==> src/uer_pkg.sv <==
`timescale 1ns / 1ps

package uer_pkg;

  // Register reset values
  localparam logic [7:0]  TRIG_HIGH_RST = 8'd10;
  localparam logic [15:0] TIMEOUT_RST   = 16'd30000;
  localparam logic [9:0]  MAX_DIST_RST  = 10'd400;

  // Register indexes (word address = 4 * index)
  localparam logic [1:0] REG_TRIG_HIGH = 2'd0;
  localparam logic [1:0] REG_TIMEOUT   = 2'd1;
  localparam logic [1:0] REG_MAX_DIST  = 2'd2;

  // Trigger is held low for this many ticks before going high
  localparam logic [15:0] LOW_TICKS    = 16'd2;
  localparam logic [9:0]  FAIL_CM      = 10'd999;
  localparam logic [9:0]  CLAMP_LIMIT  = 10'd998;

  // width / 58 = (width >> 1) / 29; (x * 18079) >> 19 is exact for x < 2^15
  localparam logic [14:0] RECIP_29     = 15'd18079;
  localparam int          RECIP_SHIFT  = 19;

  typedef struct packed {
    logic [7:0]  trigger_high_ticks;
    logic [15:0] timeout_ticks;
    logic [9:0]  max_distance_cm;
  } cfg_t;

  typedef enum logic [4:0] {
    PH_IDLE      = 5'b00001,
    PH_TRIG_LOW  = 5'b00010,
    PH_TRIG_HIGH = 5'b00100,
    PH_WAIT_RISE = 5'b01000,
    PH_MEASURE   = 5'b10000
  } phase_t;

  typedef struct packed {
    logic       sensor_failed;
    logic [9:0] distance_cm;
    logic       done_res;
    logic       trigger_level;
  } result_t;

endpackage

==> src/ultrasonic_echo_ranger.sv <==
`timescale 1ns / 1ps

// Ultrasonic echo ranger. One input word is one 1 us tick: start_req and the
// sampled echo_level. Every tick word yields exactly one output word with the
// trigger pin level for that tick and, on the tick a measurement ends, done,
// the distance in cm (clamped to max_distance_cm, 998 at most) or 999 with
// sensor_failed on a timeout or zero-width pulse.
// Channels: s_* takes tick words, m_* gives result words, APB port holds the
// three registers (trigger high ticks at 0x0, timeout at 0x4, clamp at 0x8).
// A word accepted into the input register is processed when it advances and is
// stored in the output register, from which m_* shows it.
// Throughput: one word per cycle while m_tready stays high. An input register feeds one pass of the
// phase machine plus the /58 reciprocal multiply into the output register.
// Reset clears the phase machine, counters and the valid flags of both pipeline registers and
// loads the register defaults (10, 30000, 400).
// When m_tready is low the result holds in the output register; a word is
// still taken into the input register only if it is empty, and s_tready stays
// low while it holds a word until the receiver takes the result.
module ultrasonic_echo_ranger (
  input  logic        clk,
  input  logic        rst,
  input  logic        s_tvalid,
  output logic        s_tready,
  input  logic [7:0]  s_tdata,   // [0] start_req, [1] echo_level, rest zero
  output logic        m_tvalid,
  input  logic        m_tready,
  output logic [15:0] m_tdata,   // [0] trigger_level, [1] done_res,
                                 // [11:2] distance_cm, [12] sensor_failed
  input  logic        psel,
  input  logic        penable,
  input  logic        pwrite,
  input  logic [3:0]  paddr,
  input  logic [31:0] pwdata,
  output logic [31:0] prdata,
  output logic        pready
);

  uer_pkg::cfg_t    cfg;
  uer_pkg::result_t res_comb;
  uer_pkg::result_t res;

  logic in_vld;
  logic in_start;
  logic in_echo;
  logic adv;

  uer_regs u_regs (
    .clk     (clk),
    .rst     (rst),
    .psel    (psel),
    .penable (penable),
    .pwrite  (pwrite),
    .paddr   (paddr),
    .pwdata  (pwdata),
    .prdata  (prdata),
    .pready  (pready),
    .cfg     (cfg)
  );

  // The held word advances when the output register is free or being drained
  assign adv      = in_vld & (~m_tvalid | m_tready);
  assign s_tready = ~in_vld | adv;

  always_ff @(posedge clk) begin
    if (rst) begin
      in_vld <= 1'b0;
    end else if (s_tready) begin
      in_vld <= s_tvalid;
    end
  end

  always_ff @(posedge clk) begin
    if (s_tready && s_tvalid) begin
      in_start <= s_tdata[0];
      in_echo  <= s_tdata[1];
    end
  end

  uer_core u_core (
    .clk        (clk),
    .rst        (rst),
    .cfg        (cfg),
    .step       (adv),
    .start_req  (in_start),
    .echo_level (in_echo),
    .result     (res_comb)
  );

  always_ff @(posedge clk) begin
    if (rst) begin
      m_tvalid <= 1'b0;
    end else if (adv) begin
      m_tvalid <= 1'b1;
    end else if (m_tready) begin
      m_tvalid <= 1'b0;
    end
  end

  always_ff @(posedge clk) begin
    if (adv) begin
      res <= res_comb;
    end
  end

  assign m_tdata = {3'd0, res};

  // Failure always reports the fixed failure distance with done
  a_fail_code: assert property (@(posedge clk) disable iff (rst)
    m_tvalid && res.sensor_failed |-> res.done_res && res.distance_cm == uer_pkg::FAIL_CM)
    else $error("failure result without done or failure distance");

  // Ticks without a finished measurement carry no distance
  a_idle_zero: assert property (@(posedge clk) disable iff (rst)
    m_tvalid && !res.done_res |-> res.distance_cm == 10'd0 && !res.sensor_failed)
    else $error("distance or failure on a tick without done");

  // A good measurement stays within the clamp
  a_clamp: assert property (@(posedge clk) disable iff (rst)
    m_tvalid && res.done_res && !res.sensor_failed |-> res.distance_cm <= uer_pkg::CLAMP_LIMIT)
    else $error("distance above clamp limit");

  // Trigger is never high on the tick a measurement ends
  a_trig_done: assert property (@(posedge clk) disable iff (rst)
    m_tvalid && res.done_res |-> !res.trigger_level)
    else $error("trigger high on a done tick");

  // A processed word always lands in the output register
  a_adv_out: assert property (@(posedge clk) disable iff (rst)
    adv |=> m_tvalid)
    else $error("processed word lost");

endmodule

==> src/uer_regs.sv <==
`timescale 1ns / 1ps

module uer_regs (
  input  logic               clk,
  input  logic               rst,
  input  logic               psel,
  input  logic               penable,
  input  logic               pwrite,
  input  logic [3:0]         paddr,
  input  logic [31:0]        pwdata,
  output logic [31:0]        prdata,
  output logic               pready,
  output uer_pkg::cfg_t      cfg
);

  logic wr_en;

  assign pready = 1'b1;
  assign wr_en  = psel & penable & pwrite;

  always_ff @(posedge clk) begin
    if (rst) begin
      cfg.trigger_high_ticks <= uer_pkg::TRIG_HIGH_RST;
      cfg.timeout_ticks      <= uer_pkg::TIMEOUT_RST;
      cfg.max_distance_cm    <= uer_pkg::MAX_DIST_RST;
    end else if (wr_en) begin
      case (paddr[3:2])
        uer_pkg::REG_TRIG_HIGH: cfg.trigger_high_ticks <= pwdata[7:0];
        uer_pkg::REG_TIMEOUT:   cfg.timeout_ticks      <= pwdata[15:0];
        uer_pkg::REG_MAX_DIST:  cfg.max_distance_cm    <= pwdata[9:0];
        default: ;
      endcase
    end
  end

  always_comb begin
    case (paddr[3:2])
      uer_pkg::REG_TRIG_HIGH: prdata = {24'd0, cfg.trigger_high_ticks};
      uer_pkg::REG_TIMEOUT:   prdata = {16'd0, cfg.timeout_ticks};
      uer_pkg::REG_MAX_DIST:  prdata = {22'd0, cfg.max_distance_cm};
      default:                prdata = 32'd0;
    endcase
  end

endmodule

==> src/uer_core.sv <==
`timescale 1ns / 1ps

module uer_core (
  input  logic               clk,
  input  logic               rst,
  input  uer_pkg::cfg_t      cfg,
  input  logic               step,
  input  logic               start_req,
  input  logic               echo_level,
  output uer_pkg::result_t   result
);

  uer_pkg::phase_t phase, phase_next;
  logic [15:0] tick_count, tick_count_next;
  logic [15:0] pulse_width, pulse_width_next;

  logic [15:0] tick_inc;
  logic [15:0] pw_inc;
  logic [29:0] prod;
  logic [10:0] quot;
  logic [9:0]  lim;
  logic [9:0]  dist_ok;
  logic        finish;
  logic        fail;

  assign tick_inc = tick_count + 16'd1;
  assign pw_inc   = pulse_width + 16'd1;

  // Distance from the width held so far (used when echo falls)
  assign prod    = pulse_width[15:1] * uer_pkg::RECIP_29;
  assign quot    = prod[29:uer_pkg::RECIP_SHIFT];
  assign lim     = (cfg.max_distance_cm > uer_pkg::CLAMP_LIMIT) ? uer_pkg::CLAMP_LIMIT
                                                                : cfg.max_distance_cm;
  assign dist_ok = ({1'b0, lim} < quot) ? lim : quot[9:0];

  always_comb begin
    phase_next       = phase;
    tick_count_next  = tick_count;
    pulse_width_next = pulse_width;
    finish           = 1'b0;
    fail             = 1'b0;
    result           = '0;
    case (phase)
      uer_pkg::PH_IDLE: begin
        if (start_req) begin
          phase_next       = uer_pkg::PH_TRIG_LOW;
          tick_count_next  = 16'd1;
          pulse_width_next = 16'd0;
        end
      end
      uer_pkg::PH_TRIG_LOW: begin
        tick_count_next = tick_inc;
        if (tick_inc >= uer_pkg::LOW_TICKS) begin
          phase_next      = uer_pkg::PH_TRIG_HIGH;
          tick_count_next = 16'd0;
        end
      end
      uer_pkg::PH_TRIG_HIGH: begin
        result.trigger_level = 1'b1;
        tick_count_next      = tick_inc;
        if (tick_inc >= {8'd0, cfg.trigger_high_ticks}) begin
          phase_next      = uer_pkg::PH_WAIT_RISE;
          tick_count_next = 16'd0;
        end
      end
      uer_pkg::PH_WAIT_RISE: begin
        if (echo_level) begin
          phase_next       = uer_pkg::PH_MEASURE;
          pulse_width_next = 16'd1;
          if (cfg.timeout_ticks <= 16'd1) begin
            finish = 1'b1;
            fail   = 1'b1;
          end
        end else begin
          tick_count_next = tick_inc;
          if (tick_inc >= cfg.timeout_ticks) begin
            finish = 1'b1;
            fail   = 1'b1;
          end
        end
      end
      uer_pkg::PH_MEASURE: begin
        if (echo_level) begin
          pulse_width_next = pw_inc;
          if (pw_inc >= cfg.timeout_ticks) begin
            finish = 1'b1;
            fail   = 1'b1;
          end
        end else begin
          finish = 1'b1;
          fail   = (pulse_width == 16'd0);
        end
      end
      default: begin
        phase_next      = uer_pkg::PH_IDLE;
        tick_count_next = 16'd0;
      end
    endcase

    if (finish) begin
      phase_next           = uer_pkg::PH_IDLE;
      tick_count_next      = 16'd0;
      result.done_res      = 1'b1;
      result.sensor_failed = fail;
      result.distance_cm   = fail ? uer_pkg::FAIL_CM : dist_ok;
    end
  end

  always_ff @(posedge clk) begin
    if (rst) begin
      phase       <= uer_pkg::PH_IDLE;
      tick_count  <= 16'd0;
      pulse_width <= 16'd0;
    end else if (step) begin
      phase       <= phase_next;
      tick_count  <= tick_count_next;
      pulse_width <= pulse_width_next;
    end
  end

endmodule
==> config.mk <==
export PLATFORM = sky130hd
export DESIGN_NAME = ultrasonic_echo_ranger
export DESIGN_NICKNAME = d
export VERILOG_FILES = /design/src/uer_pkg.sv /design/src/ultrasonic_echo_ranger.sv /design/src/uer_regs.sv /design/src/uer_core.sv
export SDC_FILE = /design/constraint.sdc
export NUM_CORES = 1
export LEC_CHECK = 0
export ABC_AREA = 1
export BUFFER_PORTS_ARGS = -buffer_cell sky130_fd_sc_hd__buf_2
export CAP_MARGIN = 20
export CORE_MARGIN = 3
export CORE_UTILIZATION = 53
export DETAILED_ROUTE_END_ITERATION = 12
export PLACE_DENSITY = 0.74
export SLEW_MARGIN = 20
export SYNTH_ARGS = -nofsm -noshare
export SYNTH_HDL_FRONTEND = slang
export SYNTH_SLANG_ARGS = --single-unit
==> constraint.sdc <==
create_clock -name clk -period 12.3 [get_ports clk]
set_clock_uncertainty 0.1 [all_clocks]
set_input_delay 2.46 -clock clk [delete_from_list [all_inputs] [get_ports clk]]
set_output_delay 2.46 -clock clk [all_outputs]
set_load 0.1 [all_outputs]
==> results_dict.tcl <==
set metrics [dict create \
    ys_seq_area_frac 0.175 \
    port_buffers 57 \
    yosys.area.top_type "ha_1" \
    route.vias.total 9329 \
    fin_crit_sh 0.623 \
    finalNetCount 1782 \
    synth_warnings 0 \
    antenna_cells 0 \
    holdCritPathClass "reg -> reg" \
    comb_power_share 0.541 \
    cts_made_buffers 9 \
    final-hold-violation-count 0 \
    pwr-share-clk 0.207 \
    outcome "completed" \
    switching_share 0.475 \
    drc 0 \
    syn_avg_cell_area_um2 7.57 \
    start_util 0.550 \
    critPathMaxStageDelay_ns 0.70 \
    worstPathRequired_ns 12.32 \
    clkTransAtPathRegs_ns 0.08 \
    critPathSlowestCell "dfxtp_1" \
    ios 102 \
    ir_worst_vdd_uv 64.0 \
    drive_gt1_frac 0.0836 \
    cts_hold_buf 0 \
    setup-violations-final 0 \
    dieArea_um2 22300 \
    die_height_um 149 \
    p_switching_uw 639 \
    grt_setup_unrepaired "false" \
    syn2layout_area_growth_pct 6.31 \
    routed_wl_um 28000 \
    crit_type "reg -> reg" \
    netlist.area_leader.share 0.203 \
    power.share.sequential 0.252 \
    postCtsSetupBuffers 0 \
    setup-tns-final_ns 0 \
    arrival_ns 7.69 \
    synthFlopType "dfxtp_1" \
    netlist_top_cells_area "ha_1, fa_1, dfxtp_1, inv_1, nand2_1" \
    drt-initial-drc-count 512 \
    clock_latency_ns 0.35 \
    fin_crit_ns 7.67 \
    worst_setup_path_end_kind "flip-flop" \
    htreeDepth 3 \
    wl_per_cell_um 16.0 \
    tritoncts "yes" \
    core-area_um2 19800 \
    power.leakage_nw 6.36 \
    reg2reg_from "u_core.pulse_width[11]$_SDFFE_PP0P_" \
    grtUsageTotal 0.259 \
    dp_hpwl_um 23100 \
    die-width_um 149 \
    first_pass_iters 6 \
    grt_start_max_net_pins 52 \
    vias_per_cell 5.33 \
    internal-power_uw 706 \
    pwr_density_cell_nw_per_um2 116 \
    ctsResizeCount 0 \
    drv_slew 0 \
    synth-seq-cells 88 \
    crit_start "u_core.pulse_width[11]$_SDFFE_PP0P_" \
    syn_inst 1442 \
    critPathMaxFanout 15 \
    critPathMostFrequentCell "inv_1" \
    hp-start "u_core.tick_count[10]$_SDFFE_PP0P_" \
    critPathLaunchType "flip-flop" \
    synthesis.area_um2 10900 \
    slew_headroom 0.235 \
    antenna_left 0 \
    ff_latch_area_um2 1910 \
    max_freq_ghz 0.130 \
    ys_types 54 \
    path_delay_family "adder cells" \
    tightest_slew_ns 1.14 \
    synth-edff-count 15 \
    fp-row-count 51 \
    clock-sinks 88 \
    cp_num_buf_inv 8 \
    grt_first_pass_wirelength_um 45900 \
    grt_overflow 0 \
    gp_congestion 0.936 \
    clock_tree.root_cell "clkbuf_16" \
    whs_ns 0.398 \
    multi_input_area_um2 7640 \
    grt_pass1_vias 9044 \
    maxCapViolations 0 \
    antenna_found_initial 0 \
    fillCellCount 1848 \
    async_reset_ff_frac 0 \
    clockBufferDepth 2 \
]
## worst register-to-register path: cells and delay by family (launching register included)
family	cells	cell delay (ns)
buffers and inverters	8	0.63
AOI/OAI and AO/OA	7	0.81
and+or+nand+nor	10	1.60
adders and majority gates	8	3.60
DFF	1	0.70
## power by group through the flow
stage	clock [mW]	combinational, mW	sequential, mW
6_report	0.278	0.728	0.339
5_1_grt	0.293	0.838	0.341
4_1_cts	0.281	0.727	0.338
3_5_place_dp	0	0.717	0.344
3_3_place_gp	0	0.705	0.344
2_1_floorplan	0	0.552	0.346
## sequential cells by signal, indices dropped and copies added (netlist names)
| register | count |
|---|---|
| in_echo | 1 |
| u_regs.cfg | 34 |
| u_core.tick_count | 16 |
| in_vld | 1 |
| u_core.phase | 5 |
| m_tvalid | 1 |
| u_core.pulse_width | 16 |
| in_start | 1 |
| m_tdata | 13 |
## final timing paths
| path | cells past startpoint | to | slack [ns] |
|---|---|---|---|
| setup / recovery | 33 | m_tdata[7]$_SDFFCE_PN0P_ | 4.63 |
| hold / removal | 2 | u_core.tick_count[10]$_SDFFE_PP0P_ | 0.40 |
| setup reg to reg | 33 | m_tdata[7]$_SDFFCE_PN0P_ | 4.63 |
| hold reg to reg | 2 | u_core.tick_count[10]$_SDFFE_PP0P_ | 0.40 |
## cell usage after synthesis, drive strengths merged, types with 7 or more instances
| master | number |
|---|---|
| nand2 | 244 |
| o221ai | 7 |
| a21o | 9 |
| nand3 | 74 |
| inv | 293 |
| nor4 | 9 |
| o21ai | 63 |
| ha | 177 |
| a21oi | 111 |
| fa | 75 |
| clkbuf | 17 |
| a211oi | 16 |
| edfxtp | 15 |
| buf | 34 |
| nand4 | 20 |
| nor3 | 18 |
| dfxtp | 73 |
| xor2 | 30 |
| o211ai | 15 |
| nor2 | 111 |
## placed cells by master (no fill, tap or decap), types with 15 or more instances in the layout
cell type / n
a211oi_1: 16
conb_1: 20
nor3_1: 17
inv_1: 286
a21oi_1: 110
buf_2: 57
edfxtp_1: 15
nor2_1: 99
fa_1: 75
o21ai_0: 54
nand2_1: 230
xor2_1: 30
dfxtp_1: 73
nand3_1: 70
nand4_1: 19
o211ai_1: 15
ha_1: 177
## per-stage QoR
step / power (mW) / area, µm² / setup slack [ns] / util / std cells
final: 1.34 / 11600 / 4.63 / 0.584 / 1749
after global routing: 1.47 / 11600 / 4.12 / 0.584 / 1749
after CTS: 1.35 / 11600 / 4.68 / 0.584 / 1748
after detailed placement: 1.06 / 11300 / 4.70 / 0.569 / 1732
after global placement: 1.05 / 11300 / 4.79 / 0.569 / 1732
after floorplan: 0.898 / 11000 / 4.63 / - / 1460
## kinds of logic (layout without fill, tap and decap cells)
| kind of cell | count (synthesis) | after routing | share of synthesized area |
|---|---|---|---|
| buffers and inverters | 348 | 372 | 0.131 |
| adder cells (fa/ha/maj) | 252 | 252 | 0.341 |
| other | 2 | 20 | 0.000688 |
| flip-flops | 88 | 88 | 0.175 |
| AO/OA/AOI/OAI | 235 | 235 | 0.125 |
| AND/OR/NAND/NOR | 486 | 486 | 0.201 |
| XOR/XNOR | 31 | 31 | 0.0266 |
## layout make-up
cell class / count / share of cell area
clock inverters: 7 / 0.00604
clock buffers: 9 / 0.0194
well taps: 265 / 0.0286
flip-flops and latches: 88 / 0.165
repair buffers: 59 / 0.0262
inverters: 297 / 0.0963
multi-input cells: 1024 / 0.659
## routing by layer
| metal | global-route usage | vias up | part of all wire |
|---|---|---|---|
| met5 | 0 | - | 0 |
| met4 | 0.0622 | 0 | 0.017 |
| met3 | 0.0466 | 34 | 0.073 |
| met2 | 0.429 | 285 | 0.46 |
| met1 | 0.354 | 4327 | 0.45 |
| li1 | - | 4683 | - |
No activity file was read; power rests on OpenSTA's default activity.
